[config.mk]
export PLATFORM = sky130hd
export DESIGN_NAME = dlr_out_fifo
export DESIGN_NICKNAME = d
export VERILOG_FILES = /design/src/sv/dlr_pkg.sv /design/src/sv/dlr_out_fifo.sv
export VERILOG_INCLUDE_DIRS = /design/src /design/src/sv
export SDC_FILE = /design/constraint.sdc
export NUM_CORES = 1
export LEC_CHECK = 0
export BUFFER_PORTS_ARGS = -buffer_cell sky130_fd_sc_hd__buf_2
export CAP_MARGIN = 15
export CORE_ASPECT_RATIO = 1.4
export CORE_MARGIN = 5
export CORE_UTILIZATION = 60
export CTS_CLUSTER_SIZE = 28
export DETAILED_ROUTE_END_ITERATION = 12
export PLACE_DENSITY = 0.79
export SYNTH_ARGS = -nofsm -noshare
export SYNTH_HDL_FRONTEND = slang
export SYNTH_SLANG_ARGS = --single-unit
export TNS_END_PERCENT = 1
[constraint.sdc]
create_clock -name clk -period 3.81 [get_ports clk]
set_clock_uncertainty 0.1 [all_clocks]
set_input_delay 0.762 -clock clk [delete_from_list [all_inputs] [get_ports clk]]
set_output_delay 0.762 -clock clk [all_outputs]
set_load 0.02 [all_outputs]
[src/sv/assert_macros.svh]
// assertion macros shared by the dense layer rtl
`ifndef ASSERT_MACROS_SVH
`define ASSERT_MACROS_SVH
`ifndef ASSERT_OFF
`define ASSERT_RST(lbl, clk, rst_n, prop, msg) \
	lbl: assert property (@(posedge clk) disable iff (!rst_n) prop) else $error(msg);
`define ASSERT_ANY(lbl, clk, prop, msg) \
	lbl: assert property (@(posedge clk) prop) else $error(msg);
`else
`define ASSERT_RST(lbl, clk, rst_n, prop, msg)
`define ASSERT_ANY(lbl, clk, prop, msg)
`endif
`endif

[src/sv/dlr_pkg.sv]
// types and constants of the dense layer core
`default_nettype none
package dlr_pkg;

	localparam int VAL_W    = 16;
	localparam int FRAC_W   = 12;
	localparam int ACC_W    = 40;
	localparam int PROD_W   = 2 * VAL_W;
	localparam int SUM_W    = ACC_W + 2;
	localparam int IDX_W    = 12;
	localparam int ICNT_W   = 11;
	localparam int OCNT_W   = 13;
	localparam int CFG_W    = OCNT_W;
	localparam int CFGI_W   = 2;
	localparam int MAX_OUTS = 4096;

	localparam int FIFO_DEPTH = 8;
	localparam int FIFO_PTR_W = 3;
	localparam int FIFO_CNT_W = 4;

	localparam logic [ICNT_W-1:0] ICNT_RESET = ICNT_W'(64);
	localparam logic [OCNT_W-1:0] OCNT_RESET = OCNT_W'(64);

	localparam logic [CFGI_W-1:0] CFG_INPUT_COUNT  = 2'd0;
	localparam logic [CFGI_W-1:0] CFG_OUTPUT_COUNT = 2'd1;
	localparam logic [CFGI_W-1:0] CFG_RELU_ENABLE  = 2'd2;

	localparam logic KIND_ACT    = 1'b0;
	localparam logic KIND_WEIGHT = 1'b1;

	typedef struct packed {
		logic                    kind;
		logic signed [VAL_W-1:0] sample;
		logic signed [VAL_W-1:0] bias_value;
	} in_word_t;

	typedef struct packed {
		logic signed [VAL_W-1:0] neuron_value;
		logic [IDX_W-1:0]        neuron_index;
		logic                    last_neuron;
	} out_word_t;

	// weight word handed from the issue logic to the mac pipeline
	typedef struct packed {
		logic                    valid;
		logic                    row_end;
		logic                    last_neuron;
		logic [IDX_W-1:0]        neuron_index;
		logic signed [VAL_W-1:0] sample;
		logic signed [VAL_W-1:0] bias_value;
	} mac_issue_t;

endpackage
`default_nettype wire

[src/sv/dlr_out_fifo.sv]
// result queue between the mac pipeline and the output channel
`default_nettype none
`include "assert_macros.svh"
module dlr_out_fifo (
	input  wire logic               clk,
	input  wire logic               arst_n,
	input  wire logic               push,
	input  wire dlr_pkg::out_word_t push_word,
	output logic                    out_valid,
	input  wire logic               out_ready,
	output dlr_pkg::out_word_t      out_word
);
	import dlr_pkg::*;

	out_word_t             mem_q [FIFO_DEPTH];
	logic [FIFO_PTR_W-1:0] wr_q, rd_q;
	logic [FIFO_CNT_W-1:0] count_q;
	logic                  pop;

	assign out_valid = (count_q != '0);
	assign pop       = out_valid && out_ready;
	assign out_word  = mem_q[rd_q];

	always_ff @(posedge clk or negedge arst_n) begin
		if (!arst_n) begin
			wr_q    <= '0;
			rd_q    <= '0;
			count_q <= '0;
		end else begin
			if (push) begin
				wr_q <= wr_q + 1'b1;
			end
			if (pop) begin
				rd_q <= rd_q + 1'b1;
			end
			if (push && !pop) begin
				count_q <= count_q + 1'b1;
			end else if (!push && pop) begin
				count_q <= count_q - 1'b1;
			end
		end
	end

	always_ff @(posedge clk) begin
		if (push) begin
			mem_q[wr_q] <= push_word;
		end
	end

	`ASSERT_RST(a_no_overflow, clk, arst_n, (count_q == FIFO_CNT_W'(FIFO_DEPTH)) |-> !push,
		"result queue overflow")
	`ASSERT_RST(a_count_up, clk, arst_n, (push && !pop) |=> (count_q == $past(count_q) + 1'b1),
		"queue count did not rise")
	`ASSERT_RST(a_count_down, clk, arst_n, (!push && pop) |=> (count_q == $past(count_q) - 1'b1),
		"queue count did not fall")

endmodule
`default_nettype wire

### Word level (Yosys, flattened, before mapping)

Memories as Yosys holds them, arrays and structs flattened.
Cells that the tools add are included.

| storage, ports and cells | value |
|---|---|
| logic and storage cells | 19 |
| memories | 1 |
| output and inout port bits | 30 |
| register bits | 10 |
| input bits | 33 |
| memory bits (writable) | 232 |

Memories:

| memory | depth | bits a word | read ports | clocked after memory_dff | wr ports | RTL line | source |
|---|---|---|---|---|---|---|---|
| mem_q | 8 | 29 | 1 | 0 | 1 | dlr_out_fifo.sv:15 | `out_word_t mem_q [FIFO_DEPTH];` |

| cells by class | value |
|---|---|
| add/sub/neg operators | 4 |
| reductions and logical operators | 7 |
| multiplexer cells | 4 |

Operator list:

| cell | number |
|---|---|
| two-way mux 4 bit | 2 |
| adder 3 x 1 -> 3 bit, second input constant | 2 |
| adder 4 x 1 -> 4 bit, second input constant | 1 |
| nonzero test 4 bit | 1 |
| subtractor 4 x 1 -> 4 bit, second input constant | 1 |
| logical AND 1 bit | 3 |
| zero test 1 bit | 2 |
| two-way mux 1 bit | 2 |
| nonzero test 2 bit | 1 |

### Depth between registers and ports, before layout

| depth | value |
|---|---|
| depth after elaboration | 5 |
| depth in mapped cells | 8 |
| depth with buffers taken out | 8 |

### Worst setup path after synthesis

Ideal clock, no wire load.

| timing | value |
|---|---|
| kind | in2reg |
| start | in push |
| end | mem mem_q[0][0] in the netlist's numbering, enable pin |
| arrival | 2.862 ns |
| setup slack | 0.397 ns |
| data required time | 3.259 ns |
| buffers on the path | 0 |
| cell stages on the path | 2 |
| setup time | 0.451 ns |
| cell sequence | nand2b_1 > nor3_1 |

| between the ends | value |
|---|---|
| longest elaborated chain between the ends | 2 |

Ends and longest elaborated chain:

| item | RTL line | source |
|---|---|---|
| start, declared | dlr_out_fifo.sv:7 | `input wire logic push,` |
| two-way mux 1 bit | dlr_out_fifo.sv:45 | `if (push) begin` |
| two-way mux 1 bit (not written as such) | dlr_out_fifo.sv:46 | `mem_q[wr_q] <= push_word;` |
| end, declared | dlr_out_fifo.sv:15 |  |

No other way between the ends.

==> flow_summary.json <==
{
  "wl_per_cell_um": 24.11,
  "drtPass1Iterations": 5,
  "synth_area_per_cell_um2": 23.67,
  "place.gp.congestion": 0.7313,
  "period_share": 0.8989,
  "clockBufferDepth": 3,
  "synth-xor-area-share": 0.005621,
  "final_core_util": 0.6880,
  "pre_cts_slack_ps": 881.8,
  "htreeDepth": 1,
  "intPower_mw": 5.752,
  "syn-cell-area_um2": 9349,
  "placementRows": 54,
  "grt_setup_unrepaired": "no",
  "p_switching_mw": 2.500,
  "drive_gt1_frac": 0.4163,
  "wl_um": 16570,
  "grt_pass1_vias": 4536,
  "peakVddDrop_mv": 0.4495,
  "grt_overflow": 0,
  "coreArea_um2": 15470,
  "timing.fmax_ghz": 0.2920,
  "synth_cell_types": 28,
  "synthAdderAreaFrac": 0.008833,
  "final_nets": 516,
  "synth_fp_nets": 434,
  "initial_core_util": 0.6042,
  "crit_buf_inv": 2,
  "crit_type": "flop to primary output",
  "relSlewSlack": 0.3499,
  "vias_per_cell": 6.083,
  "finalHoldViolations": 0,
  "yosys-top-cells-area": "edfxtp_1 75%, mux4_2 14%, dfrtp_1 2.7%",
  "grt_max_degree": 33,
  "cts_made_buffers": 21,
  "worst_setup_path_start_kind": "flop",
  "total_leakage_power_nw": 3.523,
  "synth_cells": 395,
  "drt-initial-drc-count": 230,
  "cts_sinks": 242,
  "io-pin-count": 63,
  "pwr-share-seq": 0.452,
  "crit_chain": "buf_12 > mux4_2 > mux2_2 > buf_2",
  "area_delta_synth_final_pct": 13.86,
  "cts_tree": "built",
  "p_clk_frac": 0.234,
  "dieArea_um2": 18210,
  "cp-end-kind": "primary output",
  "post_cts_buffers": 0,
  "grt_usage": 0.1901,
  "cpPeakStageDelay_ps": 780,
  "synth_top_family_by_area": "multiplexers",
  "final_cell_mix": "232 x edfxtp_1, 62 x buf_2, 58 x mux4_2",
  "synthSimpleGateAreaFrac": 0.01312,
  "fillerInstances": 918,
  "setup_viol": 0,
  "p_sw_frac": 0.3030,
  "yosys.area.top_type": "edfxtp_1",
  "final_common_cell": "edfxtp_1",
  "crit_arrival_ps": 2560,
  "grt_pass1_wl_um": 25640,
  "path_delay_family": "multiplexers",
  "cts-root-buf": "clkbuf_16",
  "status": "finished clean",
  "dp_hpwl_um": 9557,
  "vias": 4179,
  "cts_resized": 0,
  "finalSetupTns_ps": 0,
  "synth_warnings": 0,
  "crit_fanout": 25,
  "drc": 0,
  "slew_violations": 0,
  "required_ps": 2950,
  "io_buffers": 62,
  "hp-class": "input pin to asynchronous set/reset pin",
  "power.density_nw_per_um2": 775.2,
  "p_comb_frac": 0.314,
  "die_w_um": 115.5,
  "synth_mux_area_frac": 0.1834,
  "synth_top_cell_area_share": 0.7452,
  "fin_crit_ps": 3425,
  "die_y_um": 157.7,
  "cp_slowest_cell": "dfrtp_4",
  "worst_pin_slew_ps": 975.1,
  "drtAntennaViolNets": 0,
  "antenna_found_initial": 2,
  "ys_seq_area_frac": 0.7719,
  "ctsHoldBuffers": 0,
  "setup_ws_ps": 385.1,
  "clk_pin_slew_ps": 60,
  "synth_seq_cells": 242,
  "power.total_mw": 8.252,
  "drv_cap": 0,
  "insertion_delay_ps": 490,
  "synth_compound_area_frac": 0.004416
}
worst register-to-register path: cells and delay by family, from the launching register on:
family	cells	cell delay [ps]
buffers and inverters	1	130
AO/OA/AOI/OAI	2	250
AND/OR/NAND/NOR	3	1240
flip-flops	1	450
adder cells (fa/ha/maj)	2	630
power by group through the flow:
stage / Sequential [mW] / Clock [mW] / Combinational (mW)
after floorplan: 3.51 / 0 / 2.10
after global placement: 3.76 / 0 / 2.57
after detailed placement: 3.79 / 0 / 2.62
after CTS: 3.75 / 1.97 / 2.64
after global routing: 3.78 / 2.08 / 2.77
final: 3.73 / 1.93 / 2.59
layout make-up:
| class | count | area (um^2) | share of cell area |
|---|---|---|---|
| sequential | 242 | 7223 | 0.6785 |
| multi-input combinational | 134 | 2068 | 0.1943 |
| clock buffer | 23 | 533.0 | 0.05007 |
| timing repair buffer | 77 | 485.5 | 0.04560 |
| tap | 196 | 245.2 | 0.02304 |
| clock inverter | 13 | 83.83 | 0.007875 |
| inverter | 1 | 3.754 | 0.0003526 |
| antenna | 1 | 2.502 | 0.0002351 |
sequential cells by signal, summed over array words and instances, names as in the netlist:
register and cells:
wr_q 3, count_q 4, rd_q 3, mem_q 232
worst paths after layout:
| check | from | end | slack, ps | cells past startpoint |
|---|---|---|---|---|
| worst min register to register | count_q[2]$_DFFE_PN0P_ | count_q[2]$_DFFE_PN0P_ | 440 | 2 |
| worst max-delay path | rd_q[0]$_DFFE_PN0P_ | out_word[22] | 390 | 4 |
| max in group asynchronous | arst_n | rd_q[0]$_DFFE_PN0P_ | 3370 | 1 |
| worst min-delay path | arst_n | count_q[1]$_DFFE_PN0P_ | 20 | 1 |
| worst max register to register | count_q[0]$_DFFE_PN0P_ | count_q[3]$_DFFE_PN0P_ | 870 | 8 |
| min in group clk | push_word[4] | mem_q[1][4]$_DFFE_PP_ | 430 | 1 |
metrics by stage:
step	std cells	area [um^2]	hold WS (ps)
floorplan	395	9349	366.4
global placement	650	10030	390.3
detailed placement	650	10030	434.4
CTS	686	10640	17.68
global route	687	10650	30.62
finish	687	10650	21.00
cells in the mapped netlist, drive strengths merged:
cell and count:
edfxtp 232, mux4 58, mux2 32, dfrtp 10, buf 9, clkbuf 9, nand2 6, nor2 6
ha 5, xnor2 5, nand2b 3, nand3 3, nor3 3, a21oi 2, o211ai 2, or4 2
a2111o 1, fa 1, inv 1, mux2i 1, nand3b 1, o21ai 1, or3 1, xor2 1
cell families (layout without fill, tap and decap cells):
group / after synthesis / count (layout)
AO/OA/AOI/OAI: 6 / 6
multiplexers: 91 / 91
other: 0 / 1
AND/OR/NAND/NOR: 25 / 25
adder cells (fa/ha/maj): 6 / 6
buffers and inverters: 19 / 114
flip-flops: 242 / 242
XOR/XNOR: 6 / 6
per-layer routing:
metal / GRT usage / share of wire / vias up
met5: 0 / 0.00078 / -
met4: 0.05649 / 0.021 / 2
met3: 0.03480 / 0.058 / 28
met2: 0.3306 / 0.54 / 133
met1: 0.2475 / 0.38 / 2191
li1: - / - / 1825
No activity file was read; power rests on OpenSTA's default activity.
