==> src/sv/assert_macros.svh <==
// assertion macros shared by the dense layer rtl
`ifndef ASSERT_MACROS_SVH
`define ASSERT_MACROS_SVH
`ifndef ASSERT_OFF
`define ASSERT_RST(lbl, clk, rst_n, prop, msg) \
	lbl: assert property (@(posedge clk) disable iff (!rst_n) prop) else $error(msg);
`define ASSERT_ANY(lbl, clk, prop, msg) \
	lbl: assert property (@(posedge clk) prop) else $error(msg);
`else
`define ASSERT_RST(lbl, clk, rst_n, prop, msg)
`define ASSERT_ANY(lbl, clk, prop, msg)
`endif
`endif

==> src/sv/dlr_pkg.sv <==
// types and constants of the dense layer core
`default_nettype none
package dlr_pkg;

	localparam int VAL_W    = 16;
	localparam int FRAC_W   = 12;
	localparam int ACC_W    = 40;
	localparam int PROD_W   = 2 * VAL_W;
	localparam int SUM_W    = ACC_W + 2;
	localparam int IDX_W    = 12;
	localparam int ICNT_W   = 11;
	localparam int OCNT_W   = 13;
	localparam int CFG_W    = OCNT_W;
	localparam int CFGI_W   = 2;
	localparam int MAX_OUTS = 4096;

	localparam int FIFO_DEPTH = 8;
	localparam int FIFO_PTR_W = 3;
	localparam int FIFO_CNT_W = 4;

	localparam logic [ICNT_W-1:0] ICNT_RESET = ICNT_W'(64);
	localparam logic [OCNT_W-1:0] OCNT_RESET = OCNT_W'(64);

	localparam logic [CFGI_W-1:0] CFG_INPUT_COUNT  = 2'd0;
	localparam logic [CFGI_W-1:0] CFG_OUTPUT_COUNT = 2'd1;
	localparam logic [CFGI_W-1:0] CFG_RELU_ENABLE  = 2'd2;

	localparam logic KIND_ACT    = 1'b0;
	localparam logic KIND_WEIGHT = 1'b1;

	typedef struct packed {
		logic                    kind;
		logic signed [VAL_W-1:0] sample;
		logic signed [VAL_W-1:0] bias_value;
	} in_word_t;

	typedef struct packed {
		logic signed [VAL_W-1:0] neuron_value;
		logic [IDX_W-1:0]        neuron_index;
		logic                    last_neuron;
	} out_word_t;

	// weight word handed from the issue logic to the mac pipeline
	typedef struct packed {
		logic                    valid;
		logic                    row_end;
		logic                    last_neuron;
		logic [IDX_W-1:0]        neuron_index;
		logic signed [VAL_W-1:0] sample;
		logic signed [VAL_W-1:0] bias_value;
	} mac_issue_t;

endpackage
`default_nettype wire

==> src/sv/dlr_mac.sv <==
// multiply, accumulate and finish pipeline of the dense layer
`default_nettype none
`include "assert_macros.svh"
module dlr_mac (
	input  wire logic                             clk,
	input  wire logic                             arst_n,
	input  wire logic                             relu_en,
	input  wire dlr_pkg::mac_issue_t              issue,
	input  wire logic signed [dlr_pkg::VAL_W-1:0] act,
	output logic                                  push,
	output dlr_pkg::out_word_t                    push_word
);
	import dlr_pkg::*;

	localparam int Q_W = SUM_W - FRAC_W;
	localparam logic signed [SUM_W-1:0] ROUND_C = SUM_W'(1) << (FRAC_W - 1);

	logic                    v_s1, v_s2, v_s3;
	logic                    end_s1, end_s2;
	logic                    last_s1, last_s2, last_s3;
	logic [IDX_W-1:0]        idx_s1, idx_s2, idx_s3;
	logic signed [VAL_W-1:0] smp_s1;
	logic signed [VAL_W-1:0] bias_s1, bias_s2, bias_s3;
	logic signed [PROD_W-1:0] prod_s2;
	logic signed [ACC_W-1:0] fin_s3;
	logic signed [ACC_W-1:0] acc_q;

	logic signed [ACC_W:0]   acc_sum;
	logic signed [ACC_W-1:0] acc_sat;
	logic signed [SUM_W-1:0] fin_x, bias_x, total;
	logic [Q_W-1:0]          q_raw, q_relu;
	logic signed [VAL_W-1:0] q_sat;

	// saturating accumulate
	always_comb begin
		acc_sum = {{(ACC_W + 1 - PROD_W){prod_s2[PROD_W-1]}}, prod_s2} +
			{acc_q[ACC_W-1], acc_q};
		if (acc_sum[ACC_W] != acc_sum[ACC_W-1]) begin
			acc_sat = acc_sum[ACC_W] ? {1'b1, {(ACC_W-1){1'b0}}} : {1'b0, {(ACC_W-1){1'b1}}};
		end else begin
			acc_sat = acc_sum[ACC_W-1:0];
		end
	end

	// bias, round half up, relu, saturate to the value range
	always_comb begin
		fin_x  = {{(SUM_W-ACC_W){fin_s3[ACC_W-1]}}, fin_s3};
		bias_x = {{(SUM_W-VAL_W-FRAC_W){bias_s3[VAL_W-1]}}, bias_s3, {FRAC_W{1'b0}}};
		total  = fin_x + bias_x + ROUND_C;
		q_raw  = total[SUM_W-1:FRAC_W];
		q_relu = (relu_en && q_raw[Q_W-1]) ? '0 : q_raw;
		if (!q_relu[Q_W-1] && (|q_relu[Q_W-2:VAL_W-1])) begin
			q_sat = {1'b0, {(VAL_W-1){1'b1}}};
		end else if (q_relu[Q_W-1] && !(&q_relu[Q_W-2:VAL_W-1])) begin
			q_sat = {1'b1, {(VAL_W-1){1'b0}}};
		end else begin
			q_sat = q_relu[VAL_W-1:0];
		end
	end

	always_ff @(posedge clk or negedge arst_n) begin
		if (!arst_n) begin
			v_s1  <= 1'b0;
			v_s2  <= 1'b0;
			v_s3  <= 1'b0;
			acc_q <= '0;
		end else begin
			v_s1 <= issue.valid;
			v_s2 <= v_s1;
			v_s3 <= v_s2 && end_s2;
			if (v_s2) begin
				acc_q <= end_s2 ? '0 : acc_sat;
			end
		end
	end

	always_ff @(posedge clk) begin
		end_s1  <= issue.row_end;
		last_s1 <= issue.last_neuron;
		idx_s1  <= issue.neuron_index;
		smp_s1  <= issue.sample;
		bias_s1 <= issue.bias_value;

		prod_s2 <= act * smp_s1;
		end_s2  <= end_s1;
		last_s2 <= last_s1;
		idx_s2  <= idx_s1;
		bias_s2 <= bias_s1;

		fin_s3  <= acc_sat;
		last_s3 <= last_s2;
		idx_s3  <= idx_s2;
		bias_s3 <= bias_s2;
	end

	assign push                   = v_s3;
	assign push_word.neuron_value = q_sat;
	assign push_word.neuron_index = idx_s3;
	assign push_word.last_neuron  = last_s3;

	`ASSERT_RST(a_row_end_pushes, clk, arst_n, (v_s1 && end_s1) |-> ##2 push, "row end lost")
	`ASSERT_RST(a_acc_cleared, clk, arst_n, v_s3 |-> (acc_q == '0), "accumulator not cleared")
	`ASSERT_RST(a_relu_sign, clk, arst_n, (push && relu_en) |-> !push_word.neuron_value[VAL_W-1],
		"negative result with relu")

endmodule
`default_nettype wire

==> config.mk <==
export PLATFORM = sky130hd
export DESIGN_NAME = dlr_mac
export DESIGN_NICKNAME = d
export VERILOG_FILES = /design/src/sv/dlr_pkg.sv /design/src/sv/dlr_mac.sv
export VERILOG_INCLUDE_DIRS = /design/src /design/src/sv
export SDC_FILE = /design/constraint.sdc
export NUM_CORES = 1
export LEC_CHECK = 0
export BUFFER_PORTS_ARGS = -buffer_cell sky130_fd_sc_hd__buf_4
export CORE_MARGIN = 1.5
export CORE_UTILIZATION = 38
export DETAILED_ROUTE_END_ITERATION = 6
export SYNTH_ARGS = -nofsm -noshare
export SYNTH_HDL_FRONTEND = slang
export SYNTH_SLANG_ARGS = --single-unit
==> constraint.sdc <==
create_clock -name clk -period 5.6 [get_ports clk]
set_clock_uncertainty 0.05 [all_clocks]
set_input_delay 0.56 -clock clk [delete_from_list [all_inputs] [get_ports clk]]
set_output_delay 0.56 -clock clk [all_outputs]
set_load 0.01 [all_outputs]
# After elaboration in Yosys (flattened, before gate mapping)
# Cells that the tools add are included.
dict set report totals {
  rom_bits 0
  word_cells 37
  inputBits 66
  reg_bits 220
  latchBits 0
  out_inout_bits 30
  memories 0
  ramBits 0
}
dict set report op_classes {
  n_mux 6
  addsub 3
  div_mod_pow 0
  mul 1
  shifts 0
  order_cmp 0
  n_reduce_logical 8
  n_bitwise 0
  eq_ne 1
}
# operator count
set ops {}
lappend ops {{$mux W40} 3}
lappend ops {{$add A41 B13 Y42 const B} 1}
lappend ops {{$add A32 B40 Y41} 1}
lappend ops {{$add A40 B28 Y41} 1}
lappend ops {{$mul A16 B16 Y32} 1}
lappend ops {{$mux W16} 2}
lappend ops {{$mux W30} 1}
lappend ops {{$reduce_and A14 Y1} 1}
lappend ops {{$reduce_or A14 Y1} 1}
lappend ops {{$logic_and A1 B1 Y1} 4}
lappend ops {{$logic_not A1 Y1} 2}
lappend ops {{$ne A1 B1 Y1} 1}

# Longest topological paths before layout
# Gate-level depths: netlist (run 1).
dict set report logic_depth {
  ltp_word 9
  mapped_depth 25
  mapped_depth_nobuf 24
}

# Worst setup path before layout (run 1)
# OpenSTA, ideal clock, no wires.
dict set report synth_path {
  path_kind {input to register}
  startpoint {in act[15] (netlist bit)}
  endpoint {reg prod_s2[31]}
  arrival_time_ns 6.189
  path_stages 22
  path_slack_ns -0.759
  setup_time_ns 0.121
  path_buffers 1
  required_time_ns 5.429
  path_cell_list {clkbuf_1 nand2_1 inv_1 fa_1 fa_1 inv_1 fa_1 fa_1 inv_1 fa_1 inv_1 fa_1 inv_1 ha_1 nand2_1 or3_1 or2_2 nor2_1 nor4_1 o21ai_0 a21oi_1 xnor2_1}
}
dict set report synth_between {
  elab_chain_len 1
}
# element line
set synth_rtl {}
lappend synth_rtl {{from (decl)} dlr_mac.sv:9} ;# input wire logic signed [dlr_pkg::VAL_W-1:0] act,
lappend synth_rtl {{$mul A16 B16 Y32} dlr_mac.sv:84} ;# prod_s2 <= act * smp_s1;
lappend synth_rtl {{to (signal assigned)} dlr_mac.sv:84}
lappend synth_rtl {{to (decl)} dlr_mac.sv:24} ;# logic signed [PROD_W-1:0] prod_s2;
# Every way passes these cells.
# A chain may end at the register's enable or synchronous reset.

# Final worst setup path (run 1)
dict set report layout_path {
  startpoint {reg smp_s1[1]}
  endpoint {reg prod_s2[28]}
}
dict set report layout_between {
  elab_chain_len 1
}
# element line
set layout_rtl {}
lappend layout_rtl {{from (decl)} dlr_mac.sv:22} ;# logic signed [VAL_W-1:0] smp_s1;
lappend layout_rtl {{from (signal assigned)} dlr_mac.sv:81} ;# smp_s1 <= issue.sample;
lappend layout_rtl {{$mul A16 B16 Y32} dlr_mac.sv:84}
# Every way passes these cells.

==> impl_metrics.csv, run 1 <==
group,metric,value,unit
outcome,run_status,"finished, violations left",
outcome,violations,"negative setup slack",
finish,area_growth_syn_to_layout,19.91,%
logic_synthesis,ys_warn_count,0,
logic_synthesis,synth_top_area_share,27.63,%
placed_design,numPortBuffers,95,
placed_design,place_ws,-641.6,ps
finish,drive_gt1_share,19.41,%
floorplan,num_rows,82,
floorplan,die_width,227.4,um
logic_synthesis,synth_ff_type,"dfxtp_1",
floorplan,core,0.04986,mm^2
finish,n_antenna_cell,0,
placed_design,dp_hpwl,35.94,mm
global_routing,overflow,0,
finish,utilization,46.00,%
critical_path,crit_type,"reg -> reg",
routing,drtIter0Drc,766,
routing,routed_wl,43.81,mm
timing,worst_pin_slew,806.3,ps
clock_tree,cts_tree,"yes",
clock_tree,htreeDepth,1,
timing,drv_slew,0,
global_routing,grt_pass1_vias,15160,
logic_synthesis,synth_edf_count,0,
floorplan,io_pins,96,
timing,period_needed,5695,ps
critical_path,endpoint_kind,"flip-flop",
floorplan,die_area,0.05169,mm^2
min_path,hold_class,"in -> reg",
logic_synthesis,yosys-top-cells-area,"fa_1, dfxtp_1, ha_1",
clock_tree,cts_made_buffers,25,
routing,viasPerCell,4.849,
job,max-cap-violations,0,
global_routing,grt_max_degree,44,
timing,hold_slack,49.99,ps
critical_path,cp_data_required_time,5990,ps
timing,setup_slack,-94.77,ps
clock_tree,cts.sinks,209,
logic_synthesis,synthesis.nets,2483,
logic_synthesis,ys_types,84,
routing,wl_per_cell,15.04,um
timing,hold_viol_final,0,
logic_synthesis,ys_ff_latch,209,
global_routing,grtUsageMet1,24.04,%
timing,period_share,101.7,%
timing,maxSlewHeadroom,46.25,%
logic_synthesis,syn_avg_cell_area,9.549,um^2
timing,finalSetupViolCount,6,
timing,setup_tns,-347.7,ps
routing,vias,14130,
logic_synthesis,yosys-top-cells-count,"inv_1, fa_1, nand2_1",
global_routing,grt_use_total,17.76,%
floorplan,start_util,38.36,%
routing,dr.pass1.iters,5,
clock_tree,cts-root-buf,"clkbuf_16",
timing,fmax,175.6,MHz
logic_synthesis,synth_top_cell_by_area,"fa_1",
global_routing,grt_pass1_wl,74.27,mm
critical_path,start_kind,"flip-flop",
clock_tree,max-clock-path-buffers,3,
global_routing,antenna_found_initial,0,
timing,grt_setup_unrepaired,"yes",
global_routing,grt.met2_usage,30.01,%
placed_design,routabilityCongestion,0.8894,
clock_tree,clkTransAtPathRegs,60,ps
logic_synthesis,synthArstFlopShare,20.57,%
global_routing,busiest_layer,"met2",
critical_path,path_max_fanout,6,
logic_synthesis,syn_area,0.01913,mm^2
critical_path,arrival,6090,ps
finish,final_nets,2703,
clock_tree,clk_latency,560,ps
logic_synthesis,syn_inst,2003,
logic_synthesis,yosysMostFrequentCell,"inv_1",
floorplan,die_h,227.4,um
logic_synthesis,seq_area_frac_synth,23.00,%
routing,route.detailed.drc,0,
routing,ant_nets,0,
global_routing,met3_usage,2.401,%
worst max-delay path, cell delays in order, from the launching register on:
cell     delay (ps)
dfxtp_4         390
buf_6           130
nand2_4          60
inv_4            40
fa_2            610
buf_12          120
fa_2            510
buf_6           160
fa_2            540
fa_2            440
fa_1            490
inv_1            50
fa_1            490
inv_2            50
ha_4            260
nand2_2          50
or3_4           360
or2_4           260
nor3_4          200
nor3_4           60
buf_4           130
xnor2_1         110
layer usage:
layer	up-vias	wire length (um)
li1	6867	-
met1	6925	20390
met2	277	20520
met3	57	1941
met4	0	955
met5	-	0
placed cells by master (no fill, tap or decap), drive strengths merged, types with 18 or more instances in the layout:
master	synthesis	final
o2bb2ai	25	25
nor2	114	114
a211oi	21	21
o21ai	69	69
xor2	28	28
inv	334	339
o21bai	18	18
nand2	186	186
and2	120	120
a21o	56	56
xnor2	63	63
nor3	25	25
dfxtp	166	166
buf	17	255
a21oi	96	96
clkbuf	46	34
fa	264	264
dfrtp	43	43
ha	150	150
through the flow:
step | instance area, um^2 | instances
6_report | 22940 | 2913
5_1_grt | 22940 | 2913
4_1_cts | 22760 | 2907
3_5_place_dp | 21690 | 2856
3_3_place_gp | 21690 | 2856
2_1_floorplan | 19400 | 2003
state kept, by name, indices dropped and copies added (netlist names):
signal and cells:
acc_q 40, prod_s2 32, fin_s3 29, bias_s1 16, bias_s2 16, bias_s3 16, smp_s1 16, idx_s1 12
idx_s2 12, idx_s3 12, end_s1 1, end_s2 1, last_s1 1, last_s2 1, last_s3 1, push 1
v_s1 1, v_s2 1
cell families after synthesis:
family,Yosys count,share of synthesized area (%)
simple gates,517,13.34
mux,3,0.1570
flops,209,23.00
fa+ha+maj,423,37.91
compound gates,363,13.27
buf+inv,397,8.118
xor+xnor,91,4.206
layout make-up:
class | instances | area (um^2)
clock inverters | 11 | 100.1
repair buffers | 256 | 1979
multi-input cells | 1397 | 13610
flip-flops and latches | 209 | 4434
clock buffers | 34 | 710.7
inverters | 334 | 1256
fillers | 4819 | 26930
well taps | 672 | 840.8
path summary, 6_finish.rpt:
path                       startpoint           to  slack (ps)  cells after the start
min                         issue[20]    smp_s1[4]          50                      1
max in group asynchronous      arst_n     acc_q[2]        4580                      2
max                         smp_s1[1]  prod_s2[28]         -90                     21
min in group asynchronous      arst_n    acc_q[38]         510                      2
max reg2reg                 smp_s1[1]  prod_s2[28]         -90                     21
min reg2reg                 idx_s2[3]    idx_s3[3]         270                      0
what timing repair did:
action,CTS,global route
setup buffers,6,7
hold buffers,1,0
hold endpoints to repair,43,0
endpoints found under the setup margin,12,14
gates resized for setup,57,46
pin swaps,30,26
Power of run 1 is not shown: default switching activity piles up to over one toggle a cycle in this logic, so the estimate is an artifact.
==> run 2, diff against run 1 <==
--- a/config.mk
+++ b/config.mk
@@ -7,7 +7,7 @@
 export NUM_CORES = 1
 export LEC_CHECK = 0
 export BUFFER_PORTS_ARGS = -buffer_cell sky130_fd_sc_hd__buf_4
-export CORE_MARGIN = 1.5
+export CORE_MARGIN = 1
 export CORE_UTILIZATION = 38
 export DETAILED_ROUTE_END_ITERATION = 6
 export SYNTH_ARGS = -nofsm -noshare
==> constraint.sdc (replaced) <==
create_clock -name clk -period 7.3 [get_ports clk]
set_clock_uncertainty 0.05 [all_clocks]
set_input_delay 0.73 -clock clk [delete_from_list [all_inputs] [get_ports clk]]
set_output_delay 0.73 -clock clk [all_outputs]
set_load 0.01 [all_outputs]
==> impl_metrics.csv, run 2 (synthesis results as in run 1) <==
group,metric,value,unit
floorplan,io_pins,96,
clock_tree,cts-root-buf,"clkbuf_16",
finish,final_nets,2549,
timing,setup_tns,0,ps
routing,viasPerCell,4.944,
critical_path,r2r_cells,21,
clock_tree,clkTransAtPathRegs,60,ps
timing,drv_slew,0,
floorplan,die_width,226.4,um
timing,fmax,146.8,MHz
timing,hold_viol_final,0,
clock_tree,cts.sinks,209,
routing,highest_layer,"met4",
critical_path,r2r_end,"prod_s2[31]",
critical_path,cp-startpoint,"smp_s1[1]",
finish,largest_register_ff_count,40,
floorplan,die_area,0.05124,mm^2
critical_path,r2r_slack,490,ps
clock_tree,clk_latency,570,ps
clock_tree,htreeDepth,1,
job,max-cap-violations,0,
timing,worst_pin_slew,1008,ps
clock_tree,cts_tree,"yes",
global_routing,grt_pass1_wl,73.13,mm
finish,regArea,0.004399,mm^2
floorplan,num_rows,81,
global_routing,grt_pass1_vias,14420,
finish,area_growth_syn_to_layout,11.17,%
finish,n_antenna_cell,0,
critical_path,crit_path_frequent_cell,"fa_1",
routing,ant_nets,0,
clock_tree,cts_setup_buffers,0,
outcome,run_status,"complete, no violations",
routing,vias,13610,
finish,final_common_cell,"inv_1",
timing,period_needed,6812,ps
critical_path,arrival,7190,ps
global_routing,antenna_found_initial,0,
finish,drive_gt1_share,8.956,%
critical_path,crit_path_max_incr_delay,810,ps
critical_path,start_kind,"flip-flop",
finish,fill_cells,4832,
critical_path,crit_chain,"nand2_1 > inv_1 > fa_1 > fa_1 > inv_1 > fa_1 > fa_1 > inv_1 > fa_1 > inv_1 > fa_1 > inv_1 > ha_1 > nand2_1 > or3_1 > or2_2 > nor2_1 > nor4_1 > o21ai_0 > a21oi_1 > xnor2_1",
routing,drtIter0Drc,884,
critical_path,path_max_fanout,16,
floorplan,start_util,38.83,%
critical_path,critical-path-top-delay-family,"adder cells",
routing,dr.pass1.iters,5,
timing,finalSetupViolCount,0,
timing,maxSlewHeadroom,32.58,%
critical_path,cp_data_required_time,7670,ps
global_routing,grt_max_degree,44,
routing,wl_per_cell,15.93,um
routing,wl_met3,2.030,mm
placed_design,routabilityCongestion,0.9097,
routing,route.detailed.drc,0,
clock_tree,post_cts_resized,0,
finish,largest_registers,"acc_q (40), prod_s2 (32), fin_s3 (29)",
finish,multi_input_area,0.01318,mm^2
finish,instances_no_fill,2752,
routing,m1WireLength,20.14,mm
critical_path,cp_slowest_cell,"fa_1",
finish,regMostFlops,"acc_q",
placed_design,numPortBuffers,95,
critical_path,r2r-start,"smp_s1[1]",
placed_design,place_area,0.02042,mm^2
floorplan,die_h,226.4,um
clock_tree,cts_made_buffers,25,
critical_path,endpoint_kind,"flip-flop",
routing,routed_wl,43.83,mm
floorplan,core,0.04925,mm^2
routing,wl_met2,20.56,mm
timing,grt_setup_unrepaired,"no",
global_routing,grt_use_total,17.71,%
timing,period_share,93.31,%
min_path,hold_class,"in -> async",
finish,mostFrequentLayoutCells,"inv_1, fa_1, nand2_1, dfxtp_1, ha_1",
placed_design,dp_hpwl,34.84,mm
clock_tree,holdBufCountCts,0,
critical_path,crit_type,"reg -> reg",
finish,design_area,0.02126,mm^2
critical_path,crit_buf_inv,5,
placed_design,dp.cells,2706,
global_routing,overflow,0,
clock_tree,max-clock-path-buffers,3,
[run 2: cell count changes in the layout (fill, tap and decap cells not counted), sizes merged]
cell	change
dlygate4sd3	-1
buf	-153
clkbuf	-2
bufinv	+1
inv	+1
clkinv	+1
[run 2: worst max path at each step]
| stage | cells after the start | slack [ps] | endpoint |
|---|---|---|---|
| finish | 21 | 490 | prod_s2[31] |
| detailed placement | 22 | 420 | prod_s2[31] |
| global route | 21 | 140 | prod_s2[31] |
| CTS | 21 | 520 | prod_s2[31] |
| global placement | 22 | 580 | prod_s2[31] |
| floorplan | 22 | 770 | prod_s2[31] |
[run 2: metrics by stage]
step,setup slack (ps),utilization [%],hold slack [ps]
floorplan,770.7,-,259.6
global placement,577.2,41.47,259.9
detailed placement,422.5,41.47,262.1
CTS,518.2,43.17,131.0
global route,135.2,43.17,167.5
finish,488.4,43.17,138.6
[run 2: cell type report]
cell class	count	share of cell area (%)
multi-input cells	1397	61.96
flip-flops and latches	209	20.69
inverters	334	5.896
well taps	664	3.907
repair buffers	102	3.601
clock buffers	32	3.254
clock inverters	14	0.6885
[run 2: layer usage]
layer | vias up | global-route usage [%]
met5 | - | 0
met4 | 0 | 4.773
met3 | 72 | 2.320
met2 | 312 | 30.34
met1 | 6653 | 23.40
li1 | 6569 | -
[run 2: worst register-to-register path, stage by stage (launching register included)]
cell and delay, ps:
dfxtp_1 760, nand2_1 200, inv_1 170, fa_1 570, fa_1 820, inv_1 150
fa_1 460, fa_1 540, inv_1 50, fa_1 470, inv_1 50, fa_1 520
inv_1 40, ha_1 350, nand2_1 90, or3_1 400, or2_2 320, nor2_1 170
nor4_1 90, o21ai_0 180, a21oi_1 100, xnor2_1 140
Power of run 2 is left out for the same reason.
